[config.mk]
export PLATFORM = sky130hd
export DESIGN_NAME = sine_tone_generator
export DESIGN_NICKNAME = d
export VERILOG_FILES = /design/src/design/stg_pkg.sv /design/src/design/stg_front.sv /design/src/design/stg_core.sv /design/src/design/stg_scale.sv /design/src/design/sine_tone_generator.sv
export SDC_FILE = /design/constraint.sdc
export NUM_CORES = 2
export LEC_CHECK = 0
export ABC_AREA = 1
export BUFFER_PORTS_ARGS = -buffer_cell sky130_fd_sc_hd__buf_4
export CORE_MARGIN = 1.5
export CORE_UTILIZATION = 50
export CTS_CLUSTER_SIZE = 40
export DETAILED_ROUTE_END_ITERATION = 8
export GPL_TIMING_DRIVEN = 0
export PLACE_DENSITY = 0.75
export SYNTH_ARGS = -nofsm -noshare
export SYNTH_HDL_FRONTEND = slang
export SYNTH_SLANG_ARGS = --single-unit
[constraint.sdc]
create_clock -name clk -period 8.65 [get_ports clk]
set_input_delay 0.865 -clock clk [delete_from_list [all_inputs] [get_ports clk]]
set_output_delay 0.865 -clock clk [all_outputs]
set_load 0.02 [all_outputs]
[src/design/stg_pkg.sv]
`timescale 1ns / 1ps
// Shared types, widths and the sine table function of the sine tone generator.
package stg_pkg;

  localparam int SampleW = 16;
  localparam int FreqW   = 16;
  localparam int LenW    = 16;
  localparam int AmpW    = 15;
  localparam int MagW    = 15;
  localparam int PhaseW  = 32;
  localparam int ToneW   = 21;
  localparam int TailW   = 9;

  localparam logic [ToneW-1:0] ToneMax  = '1;
  localparam logic [MagW-1:0]  Peak     = 15'h7FFF;
  localparam logic [AmpW-1:0]  AmpReset = 15'd3000;

  localparam logic [63:0] HalfPiQ30 = 64'd1686629713;
  localparam logic [63:0] Q30One    = 64'd1 << 30;

  typedef enum logic {
    OP_START = 1'b0,
    OP_TICK  = 1'b1
  } opcode_t;

  typedef struct packed {
    opcode_t                op;
    logic                   freq_zero;
    logic [ToneW-1:0]       count;
    logic [PhaseW-1:0]      step;
  } stg_cmd_t;

  typedef struct packed {
    logic [MagW-1:0] mag;
    logic            neg;
    logic            last;
  } stg_smp_t;

  function automatic logic [MagW-1:0] sine_q15(input int unsigned i, input int unsigned tbits);
    logic [63:0] x;
    logic [63:0] x2;
    logic [63:0] t;
    x  = (HalfPiQ30 * 64'(i)) >> tbits;
    x2 = (x * x) >> 30;
    t  = Q30One;
    t  = Q30One - (((x2 * t) >> 30) / 64'd156);
    t  = Q30One - (((x2 * t) >> 30) / 64'd110);
    t  = Q30One - (((x2 * t) >> 30) / 64'd72);
    t  = Q30One - (((x2 * t) >> 30) / 64'd42);
    t  = Q30One - (((x2 * t) >> 30) / 64'd20);
    t  = Q30One - (((x2 * t) >> 30) / 64'd6);
    t  = (x * t) >> 30;
    t  = (64'd32767 * t + (Q30One >> 1)) >> 30;
    if (t > 64'd32767) begin
      t = 64'd32767;
    end
    return MagW'(t);
  endfunction

endpackage

[src/design/stg_front.sv]
`timescale 1ns / 1ps
// Input register: sample count and phase step products of a start word.
module stg_front import stg_pkg::*; #(
  parameter int AUDIO_RATE = 16000
) (
  input  logic             clk,
  input  logic             rst_n,
  input  logic             in_valid,
  output logic             in_ready,
  input  logic             in_opcode,
  input  logic [FreqW-1:0] in_tone_freq_hz,
  input  logic [LenW-1:0]  in_tone_length_ms,
  output stg_cmd_t         cmd_o,
  output logic             cmd_valid_o,
  input  logic             cmd_ready_i
);

  localparam int CntShift  = 26;
  localparam int CntMulW   = 32;
  localparam int CntProdW  = LenW + CntMulW;
  localparam int CntW      = CntProdW - CntShift;
  localparam int StepShift = 32;
  localparam int StepMulW  = 52;
  localparam int StepProdW = FreqW + StepMulW;

  localparam logic [63:0] CntScaled = (64'(AUDIO_RATE) << CntShift) + 64'd999;
  localparam logic [CntMulW-1:0] CntMul = CntMulW'(CntScaled / 64'd1000);
  localparam logic [63:0] AllOnes = '1;
  localparam logic [StepMulW-1:0] StepMul = StepMulW'(AllOnes / 64'(AUDIO_RATE) + 64'd1);

  logic [CntProdW-1:0]  cnt_prod;
  logic [CntW-1:0]      cnt_raw;
  logic [ToneW-1:0]     cnt_sat;
  logic [StepProdW-1:0] step_prod;
  stg_cmd_t             cmd_r;
  logic                 valid_r;

  assign cnt_prod  = CntProdW'(in_tone_length_ms) * CntProdW'(CntMul);
  assign cnt_raw   = cnt_prod[CntProdW-1:CntShift];
  assign cnt_sat   = (cnt_raw > CntW'(ToneMax)) ? ToneMax : cnt_raw[ToneW-1:0];
  assign step_prod = StepProdW'(in_tone_freq_hz) * StepProdW'(StepMul);

  assign in_ready    = !valid_r || cmd_ready_i;
  assign cmd_o       = cmd_r;
  assign cmd_valid_o = valid_r;

  always_ff @(posedge clk) begin
    if (!rst_n) begin
      valid_r <= 1'b0;
    end else if (in_ready) begin
      valid_r <= in_valid;
    end
  end

  always_ff @(posedge clk) begin
    if (in_valid && in_ready) begin
      cmd_r.op        <= opcode_t'(in_opcode);
      cmd_r.freq_zero <= (in_tone_freq_hz == '0);
      cmd_r.count     <= cnt_sat;
      cmd_r.step      <= step_prod[StepShift+PhaseW-1:StepShift];
    end
  end

endmodule

[src/design/stg_core.sv]
`timescale 1ns / 1ps
// Tone state, phase accumulator and quarter-wave sine table read.
module stg_core import stg_pkg::*; #(
  parameter int TAIL_SAMPLES = 320,
  parameter int TABLE_BITS   = 8
) (
  input  logic     clk,
  input  logic     rst_n,
  input  stg_cmd_t cmd_i,
  input  logic     cmd_valid_i,
  output logic     cmd_ready_o,
  output stg_smp_t smp_o,
  output logic     smp_valid_o,
  input  logic     smp_ready_i
);

  localparam int TableSize = 1 << TABLE_BITS;
  localparam logic [TailW-1:0] TailInit = TailW'(TAIL_SAMPLES);

  typedef logic [MagW-1:0] rom_t [TableSize];

  function automatic rom_t build_rom();
    rom_t r;
    for (int i = 0; i < TableSize; i++) begin
      r[i] = sine_q15(32'(i), 32'(TABLE_BITS));
    end
    return r;
  endfunction

  localparam rom_t SineRom = build_rom();

  logic [PhaseW-1:0]     phase_acc_r, phase_acc_nxt;
  logic [PhaseW-1:0]     phase_step_r, phase_step_nxt;
  logic [ToneW-1:0]      tone_left_r, tone_left_nxt;
  logic [TailW-1:0]      tail_left_r, tail_left_nxt;
  logic                  is_rest_r, is_rest_nxt;
  logic                  smp_valid_r;
  stg_smp_t              smp_r;

  logic                  fire;
  logic                  emit;
  logic                  silent;
  logic                  last;
  logic [1:0]            quad;
  logic [TABLE_BITS-1:0] idx;
  logic [TABLE_BITS-1:0] rom_addr;
  logic                  peak;

  assign cmd_ready_o = !smp_valid_r || smp_ready_i;
  assign fire        = cmd_valid_i && cmd_ready_o;
  assign smp_o       = smp_r;
  assign smp_valid_o = smp_valid_r;

  assign quad     = phase_acc_r[PhaseW-1 -: 2];
  assign idx      = phase_acc_r[PhaseW-3 -: TABLE_BITS];
  assign rom_addr = quad[0] ? TABLE_BITS'(~idx + 1'b1) : idx;
  assign peak     = quad[0] && (idx == '0);

  always_comb begin
    phase_acc_nxt  = phase_acc_r;
    phase_step_nxt = phase_step_r;
    tone_left_nxt  = tone_left_r;
    tail_left_nxt  = tail_left_r;
    is_rest_nxt    = is_rest_r;
    emit           = 1'b0;
    silent         = 1'b1;
    last           = 1'b0;
    if (fire) begin
      unique case (cmd_i.op)
        OP_START: begin
          phase_acc_nxt  = '0;
          phase_step_nxt = cmd_i.step;
          tone_left_nxt  = cmd_i.count;
          is_rest_nxt    = cmd_i.freq_zero;
          tail_left_nxt  = cmd_i.freq_zero ? '0 : TailInit;
        end
        OP_TICK: begin
          if (tone_left_r != '0) begin
            emit          = 1'b1;
            silent        = is_rest_r;
            if (!is_rest_r) begin
              phase_acc_nxt = phase_acc_r + phase_step_r;
            end
            tone_left_nxt = tone_left_r - 1'b1;
            last          = (tone_left_nxt == '0) && (tail_left_r == '0);
          end else if (tail_left_r != '0) begin
            emit          = 1'b1;
            tail_left_nxt = tail_left_r - 1'b1;
            last          = (tail_left_nxt == '0);
          end
        end
      endcase
    end
  end

  always_ff @(posedge clk) begin
    if (!rst_n) begin
      phase_acc_r  <= '0;
      phase_step_r <= '0;
      tone_left_r  <= '0;
      tail_left_r  <= '0;
      is_rest_r    <= 1'b0;
      smp_valid_r  <= 1'b0;
    end else begin
      phase_acc_r  <= phase_acc_nxt;
      phase_step_r <= phase_step_nxt;
      tone_left_r  <= tone_left_nxt;
      tail_left_r  <= tail_left_nxt;
      is_rest_r    <= is_rest_nxt;
      if (cmd_ready_o) begin
        smp_valid_r <= fire && emit;
      end
    end
  end

  // hold the table read and sign of the current phase for the scaling stage
  always_ff @(posedge clk) begin
    if (fire && emit) begin
      smp_r.mag  <= silent ? '0 : (peak ? Peak : SineRom[rom_addr]);
      smp_r.neg  <= !silent && quad[1];
      smp_r.last <= last;
    end
  end

endmodule

[src/design/stg_scale.sv]
`timescale 1ns / 1ps
// Amplitude scaling, sign and output register of the sample word.
module stg_scale import stg_pkg::*; (
  input  logic                      clk,
  input  logic                      rst_n,
  input  logic [AmpW-1:0]           amplitude_i,
  input  stg_smp_t                  smp_i,
  input  logic                      smp_valid_i,
  output logic                      smp_ready_o,
  output logic                      out_valid,
  input  logic                      out_ready,
  output logic signed [SampleW-1:0] out_sample,
  output logic                      out_last_sample
);

  localparam int ProdW = AmpW + MagW;

  logic [ProdW-1:0]          prod;
  logic [SampleW-1:0]        mag_ext;
  logic [SampleW-1:0]        sample_nxt;
  logic                      out_valid_r;
  logic signed [SampleW-1:0] sample_r;
  logic                      last_r;

  assign prod       = ProdW'(amplitude_i) * ProdW'(smp_i.mag);
  assign mag_ext    = SampleW'(prod[ProdW-1:MagW]);
  assign sample_nxt = smp_i.neg ? (~mag_ext + 1'b1) : mag_ext;

  assign smp_ready_o     = !out_valid_r || out_ready;
  assign out_valid       = out_valid_r;
  assign out_sample      = sample_r;
  assign out_last_sample = last_r;

  always_ff @(posedge clk) begin
    if (!rst_n) begin
      out_valid_r <= 1'b0;
    end else if (smp_ready_o) begin
      out_valid_r <= smp_valid_i;
    end
  end

  always_ff @(posedge clk) begin
    if (smp_valid_i && smp_ready_o) begin
      sample_r <= $signed(sample_nxt);
      last_r   <= smp_i.last;
    end
  end

endmodule

[src/design/sine_tone_generator.sv]
`timescale 1ns / 1ps
// Top level of the sine tone generator: amplitude register and pipeline stages.
//
//   channel  handshake            payload                                         role
//   in       in_valid/in_ready    in_opcode, in_tone_freq_hz, in_tone_length_ms   input words
//   out      out_valid/out_ready  out_sample, out_last_sample                     result words
//   cfg      cfg_valid/cfg_ready  cfg_wdata                                       amplitude write
//
// One word is taken per cycle while in_ready is high; a tick's sample passes
// through the input register, the state stage and the output register before it is shown.
// The state stage updates phase and counters for one word per cycle unless the output stalls.
// Reset is synchronous: counters and phase clear, amplitude loads 3000.
// A stall at the output fills the three stages in turn and then drops in_ready.
module sine_tone_generator import stg_pkg::*; #(
  parameter int AUDIO_RATE   = 16000,
  parameter int TAIL_SAMPLES = 320,
  parameter int TABLE_BITS   = 8
) (
  input  logic                      clk,
  input  logic                      rst_n,
  input  logic                      in_valid,
  output logic                      in_ready,
  input  logic                      in_opcode,
  input  logic [FreqW-1:0]          in_tone_freq_hz,
  input  logic [LenW-1:0]           in_tone_length_ms,
  output logic                      out_valid,
  input  logic                      out_ready,
  output logic signed [SampleW-1:0] out_sample,
  output logic                      out_last_sample,
  input  logic                      cfg_valid,
  output logic                      cfg_ready,
  input  logic [AmpW-1:0]           cfg_wdata
);

  logic [AmpW-1:0] amplitude_r;
  stg_cmd_t        cmd;
  logic            cmd_valid;
  logic            cmd_ready;
  stg_smp_t        smp;
  logic            smp_valid;
  logic            smp_ready;

  assign cfg_ready = 1'b1;

  always_ff @(posedge clk) begin
    if (!rst_n) begin
      amplitude_r <= AmpReset;
    end else if (cfg_valid && cfg_ready) begin
      amplitude_r <= cfg_wdata;
    end
  end

  stg_front #(
    .AUDIO_RATE(AUDIO_RATE)
  ) u_front (
    .clk              (clk),
    .rst_n            (rst_n),
    .in_valid         (in_valid),
    .in_ready         (in_ready),
    .in_opcode        (in_opcode),
    .in_tone_freq_hz  (in_tone_freq_hz),
    .in_tone_length_ms(in_tone_length_ms),
    .cmd_o            (cmd),
    .cmd_valid_o      (cmd_valid),
    .cmd_ready_i      (cmd_ready)
  );

  stg_core #(
    .TAIL_SAMPLES(TAIL_SAMPLES),
    .TABLE_BITS  (TABLE_BITS)
  ) u_core (
    .clk        (clk),
    .rst_n      (rst_n),
    .cmd_i      (cmd),
    .cmd_valid_i(cmd_valid),
    .cmd_ready_o(cmd_ready),
    .smp_o      (smp),
    .smp_valid_o(smp_valid),
    .smp_ready_i(smp_ready)
  );

  stg_scale u_scale (
    .clk            (clk),
    .rst_n          (rst_n),
    .amplitude_i    (amplitude_r),
    .smp_i          (smp),
    .smp_valid_i    (smp_valid),
    .smp_ready_o    (smp_ready),
    .out_valid      (out_valid),
    .out_ready      (out_ready),
    .out_sample     (out_sample),
    .out_last_sample(out_last_sample)
  );

endmodule

Word-level counts from Yosys, hierarchy flattened
Memory sizes are Yosys's and may differ from the RTL's.
Index checks and enable logic that the tools add are counted.
W data, S select, Z words.
{"block": "word_totals", "regBits": 202, "ramBits": 0, "mem_count": 1, "mem_bits_ro": 3840, "latch_bits": 0, "out_inout_bits": 20}
{"name": "(no name shown)", "words": 256, "word_bits": 15, "read_ports": 1, "rd_clocked_by_memory_dff": 0, "wr": 0, "line_no": "stg_core.sv:119", "text": "smp_r.mag <= silent ? '0 : (peak ? Peak : SineRom[rom_addr]);"}
{"block": "op_classes", "n_mul": 2, "n_lt_le_gt_ge": 2, "n_reduce_logical": 26, "n_bitwise": 4, "div": 0, "eq_ne": 4, "shift": 0, "muxes": 24, "n_addsub": 5}
{"operator": "$mul A16 B51 Y64 const B", "count": 1}
{"operator": "$mux W32", "count": 2}
{"operator": "$pmux W32 S2", "count": 1}
{"operator": "$mux W15", "count": 4}
{"operator": "$mux W21", "count": 2}
{"operator": "$pmux W21 S2", "count": 1}
{"operator": "$add A32 B32 Y32", "count": 1}
{"operator": "$mul A15 B15 Y30", "count": 1}
{"operator": "$mux W9", "count": 3}
{"operator": "$gt A20 B21 Y1 const B", "count": 1}
{"operator": "$logic_not A21 Y1", "count": 1}
{"operator": "$reduce_bool A21 Y1", "count": 1}
{"operator": "$sub A21 B1 Y21 const B", "count": 1}
{"operator": "$logic_not A9 Y1", "count": 2}
{"operator": "$pmux W9 S2", "count": 1}
{"operator": "$add A16 B1 Y16 const B", "count": 1}
{"operator": "$logic_not A16 Y1", "count": 1}
{"operator": "$not A15 Y16", "count": 1}
{"operator": "$ge A9 B9 Y1 const B", "count": 1}
{"operator": "$mux W1", "count": 9}
{"operator": "$not A8 Y9", "count": 1}
{"operator": "$reduce_bool A9 Y1", "count": 1}
{"operator": "$sub A9 B1 Y9 const B", "count": 1}
{"operator": "$add A8 B1 Y8 const B", "count": 1}
{"operator": "11 further kinds", "count": 27}

Depth between registers and ports, before layout
{"block": "depth", "ltp_word": 8, "mapped_depth": 34}

Modules after synthesis
From an unflattened synthesis, not the netlist that was laid out.
{"block": "hier_totals", "hier_cells": 5161, "area_unflattened_um2": 36134.7}
{"module": "stg_front", "instances": 1, "cells_per_inst": 2020, "area_each_um2": 15872.7}
{"module": "stg_core", "instances": 1, "cells_per_inst": 1784, "area_each_um2": 10567.6}
{"module": "stg_scale", "instances": 1, "cells_per_inst": 1275, "area_each_um2": 9111.2}
{"module": "sine_tone_generator", "instances": 1, "cells_per_inst": 82, "area_each_um2": 583.1}

Worst setup path before layout
Ideal clock, no wire load.
{"block": "synth_path", "path_kind": "reg2reg", "from": "register amplitude_r[7]", "to": "register u_scale.sample_r[14] (netlist: u_scale.out_sample[14]), data pin", "path_stages_with_launch": 32, "arrival_time_ns": 5.726, "synth_period_minus_slack_ns": 5.978, "required_ns": 8.398, "slack_ns": 2.672, "cell_sequence": "dfxtp_1 clkbuf_1 clkbuf_1 nand2_1 fa_1 inv_1 fa_1 inv_1 fa_1 inv_1 fa_1 fa_1 inv_1 fa_1 inv_1 ha_1 nand2_1 inv_1 nand2_1 o21ai_0 inv_1 nand2_1 nand2_1 nand2_1 ha_1 nand3_1 nor2_2 nand2_1 nand2_2 nand2_1 nand2_1 nand2_1"}
{"block": "synth_between", "elab_chain_len": 4}
{"item": "from (decl)", "line_no": "sine_tone_generator.sv:35", "text": "logic [AmpW-1:0] amplitude_r;"}
{"item": "from (signal assigned)", "line_no": "sine_tone_generator.sv:47", "text": "amplitude_r <= AmpReset;"}
{"item": "from (signal assigned)", "line_no": "sine_tone_generator.sv:49", "text": "amplitude_r <= cfg_wdata;"}
{"item": "$mul A15 B15 Y30 (*)", "line_no": "stg_scale.sv:25", "text": "assign prod = ProdW'(amplitude_i) * ProdW'(smp_i.mag);"}
{"item": "$not A15 Y16", "line_no": "stg_scale.sv:27", "text": "assign sample_nxt = smp_i.neg ? (~mag_ext + 1'b1) : mag_ext;"}
{"item": "$add A16 B1 Y16", "line_no": "stg_scale.sv:27"}
{"item": "$mux W15 (*)", "line_no": "stg_scale.sv:27"}
{"item": "via u_scale.sample_nxt[14]", "line_no": "stg_scale.sv:20", "text": "logic [SampleW-1:0] sample_nxt;"}
{"item": "to (signal assigned)", "line_no": "stg_scale.sv:44", "text": "sample_r <= $signed(sample_nxt);"}
{"item": "to (decl)", "line_no": "stg_scale.sv:22", "text": "logic signed [SampleW-1:0] sample_r;"}
The timed path passes the listed nets; every way through them passes the cells marked *.
A chain may end at the register's enable or synchronous reset.

Final worst setup path
{"block": "layout_path", "from": "register amplitude_r[9]", "to": "register u_scale.sample_r[14] (netlist: u_scale.out_sample[14]), data pin"}
Same word-level chain as after synthesis.

==> results.ini <==
[worst_setup_path]
timing.rr.end = u_scale.out_sample[14]
cp_top_family = adder cells
rr_startpoint = amplitude_r[9]
start_kind = register
path_buf_inv = 6
r2r_slack_ns = 1.50
required_ns = 8.91
slowest_stage = clkbuf_1
ff2ff_path_depth = 29
critical_path_class = reg -> reg
path_max_fanout = 10
worstPathArrival_ns = 7.40
end_kind = register
path_common_cell = nand2_1
slowest_delay_ns = 0.59

[cts]
cts_max_path_buffers = 2
post_cts_resized = 0
cts.sinks = 197
cts_tree = yes
path_clk_slew_ns = 0.10
cts_made_buffers = 17
clkLatencyLatePin_ns = 0.52
cts_root_buffer = clkbuf_16
ctsHoldBuffers = 0
post_cts_buffers = 0
h-tree-depth = 4

[logic_synthesis]
synthArstFlopShare_pct = 0
synth_cell_types = 53
syn_area_um2 = 34570
synthCells = 4736
synth.avg_cell_area_um2 = 7.299
syn_nets = 5615
yosysTopAreaCell = fa_1
synth_edf_count = 84
yosysWarnings = 0
yosysTopAreaCellShare_pct = 24.96
yosysSeqAreaShare_pct = 13.84
synth_top_flop_cell = dfxtp_1
synth_area_leaders = fa_1 (25%), ha_1 (14%), inv_1 (11%)
ys_ff_latch = 197

[timing]
period_share_pct = 82.62
finalHoldViolCount = 0
setup_violations = 0
period_minus_slack_ns = 7.147
worstMarginPinSlew_ns = 1.053
tns_ns = 0
rsz0062_at_grt = no
drv_slew = 0
max_freq_ghz = 0.1399
relSlewSlack_pct = 29.79
skew_ns = 0.03627

[placed_design]
globalplace.congestion = 1.062
post-place-cells = 5690
port_buffers = 70
dp_hpwl_mm = 105.5

[global_route]
overflow = 0
grt_max_degree = 42
grt_usage_pct = 36.69
grt_pass1_vias = 32293
grt_first_pass_wirelength_mm = 193.5
antenna_found_initial = 3

[job]
maxCapViolCount = 0

[floorplan]
die_w_um = 265.9
dieArea_um2 = 70720
die_h_um = 265.9
rows = 96
coreArea_um2 = 68470
start_util_pct = 50.49
io_pins = 73

[finish]
final_cell_mix = inv_1 (1054), nand2_1 (981), fa_1 (431), ha_1 (395), nor2_1 (394)
nFillCells = 6853
stdcell_count = 5723
area_growth_pct = 6.703
nets = 5706
final_core_util_pct = 53.87
final_common_cell = inv_1
drive_gt1_share_pct = 4.711

[hold_path]
min_path_cells = 0
hold_path_class = reg -> reg
holdCritStartpoint = u_core.smp_o[0]
timing.hold.worst_endpoint = u_scale.out_last_sample

[outcome]
status = completed

[routing]
finalWirelength_mm = 127.8
firstDrtPassIters = 8
wl_per_cell_um = 22.33
ant_nets = 0
remaining_drc_errors = 0
drt_iter0_markers = 3033
viasPerCell = 5.644
num_vias = 32302

==> state kept, by name, summed over array words and instances (netlist names), 9 cells and up <==
signal and cells:
u_core.phase_acc_r 32, u_core.tone_left_r 21, u_scale.out_sample 16, u_core.smp_o 17, u_core.tail_left_r 9, amplitude_r 15
u_front.cmd_o 50, u_core.phase_step_r 32
==> worst max-delay path by stage <==
stage | cells past startpoint | endpoint | slack (ns) | from
after floorplan | 31 | u_scale.out_sample[14] | 2.67 | amplitude_r[7]
after global placement | 20 | u_front.cmd_o[20] | 1.61 | in_tone_freq_hz[13]
after detailed placement | 29 | u_scale.out_sample[14] | 1.61 | amplitude_r[9]
after CTS | 29 | u_scale.out_sample[14] | 1.56 | amplitude_r[9]
after global routing | 28 | u_scale.out_sample[11] | 1.11 | amplitude_r[9]
final | 29 | u_scale.out_sample[14] | 1.50 | amplitude_r[9]
==> synthesized netlist by cell type, types with 40 or more instances <==
cell      instances
fa_1            431
inv_1          1055
ha_1            395
nor3_1           44
nand2_1         981
o21ai_0         258
nand3_1         223
dfxtp_1         113
nand4_1          40
clkbuf_1         72
nor2_1          394
a21oi_1         292
edfxtp_1         84
==> layer usage <==
metal / wire [um] / vias to the layer above / GRT usage, %
met5: 24 / - / 0
met4: 5993 / 4 / 15.85
met3: 11160 / 342 / 6.765
met2: 57150 / 1505 / 58.22
met1: 53450 / 15511 / 49.01
li1: - / 14940 / -
==> logic make-up after synthesis <==
| kind of cell | count (synthesis) | share of synthesized area, % |
|---|---|---|
| adder cells (fa/ha/maj) | 826 | 39.26 |
| AO/OA/AOI/OAI | 705 | 11.13 |
| XOR/XNOR | 51 | 1.314 |
| other | 1 | 0.01085 |
| flip-flops | 197 | 13.84 |
| AND/OR/NAND/NOR | 1759 | 21.04 |
| buffers and inverters | 1197 | 13.41 |
==> worst reg2reg max path, delay by kind of cell (launching register included) <==
family / cells / cell delay [ns]
AND/OR/NAND/NOR: 15 / 1.71
buffers and inverters: 6 / 1.23
flip-flops: 1 / 0.32
adder cells (fa/ha/maj): 8 / 3.65
==> cell type report <==
type	count	area [um^2]	share of cell area, %
clock inverters	15	209.0	0.5665
inverters	1069	4015	10.89
well taps	882	1104	2.992
flip-flops and latches	197	4785	12.97
clock buffers	17	425.4	1.153
repair buffers	72	573.1	1.554
multi-input cells	3342	25150	68.19
diodes	1	2.502	0.006784
plain buffers	128	619.3	1.679
==> metrics by stage <==
step	setup slack, ns	hold WS, ns	cell area (um^2)
floorplan	2.672	0.4003	34570
finish	1.503	0.4608	36890
global placement	1.613	0.4265	36200
CTS	1.563	0.4666	36880
detailed placement	1.609	0.4442	36250
global route	1.110	0.4796	36880
Power is not shown: default switching activity piles up to over one toggle a cycle in this logic, so the estimate is an artifact.
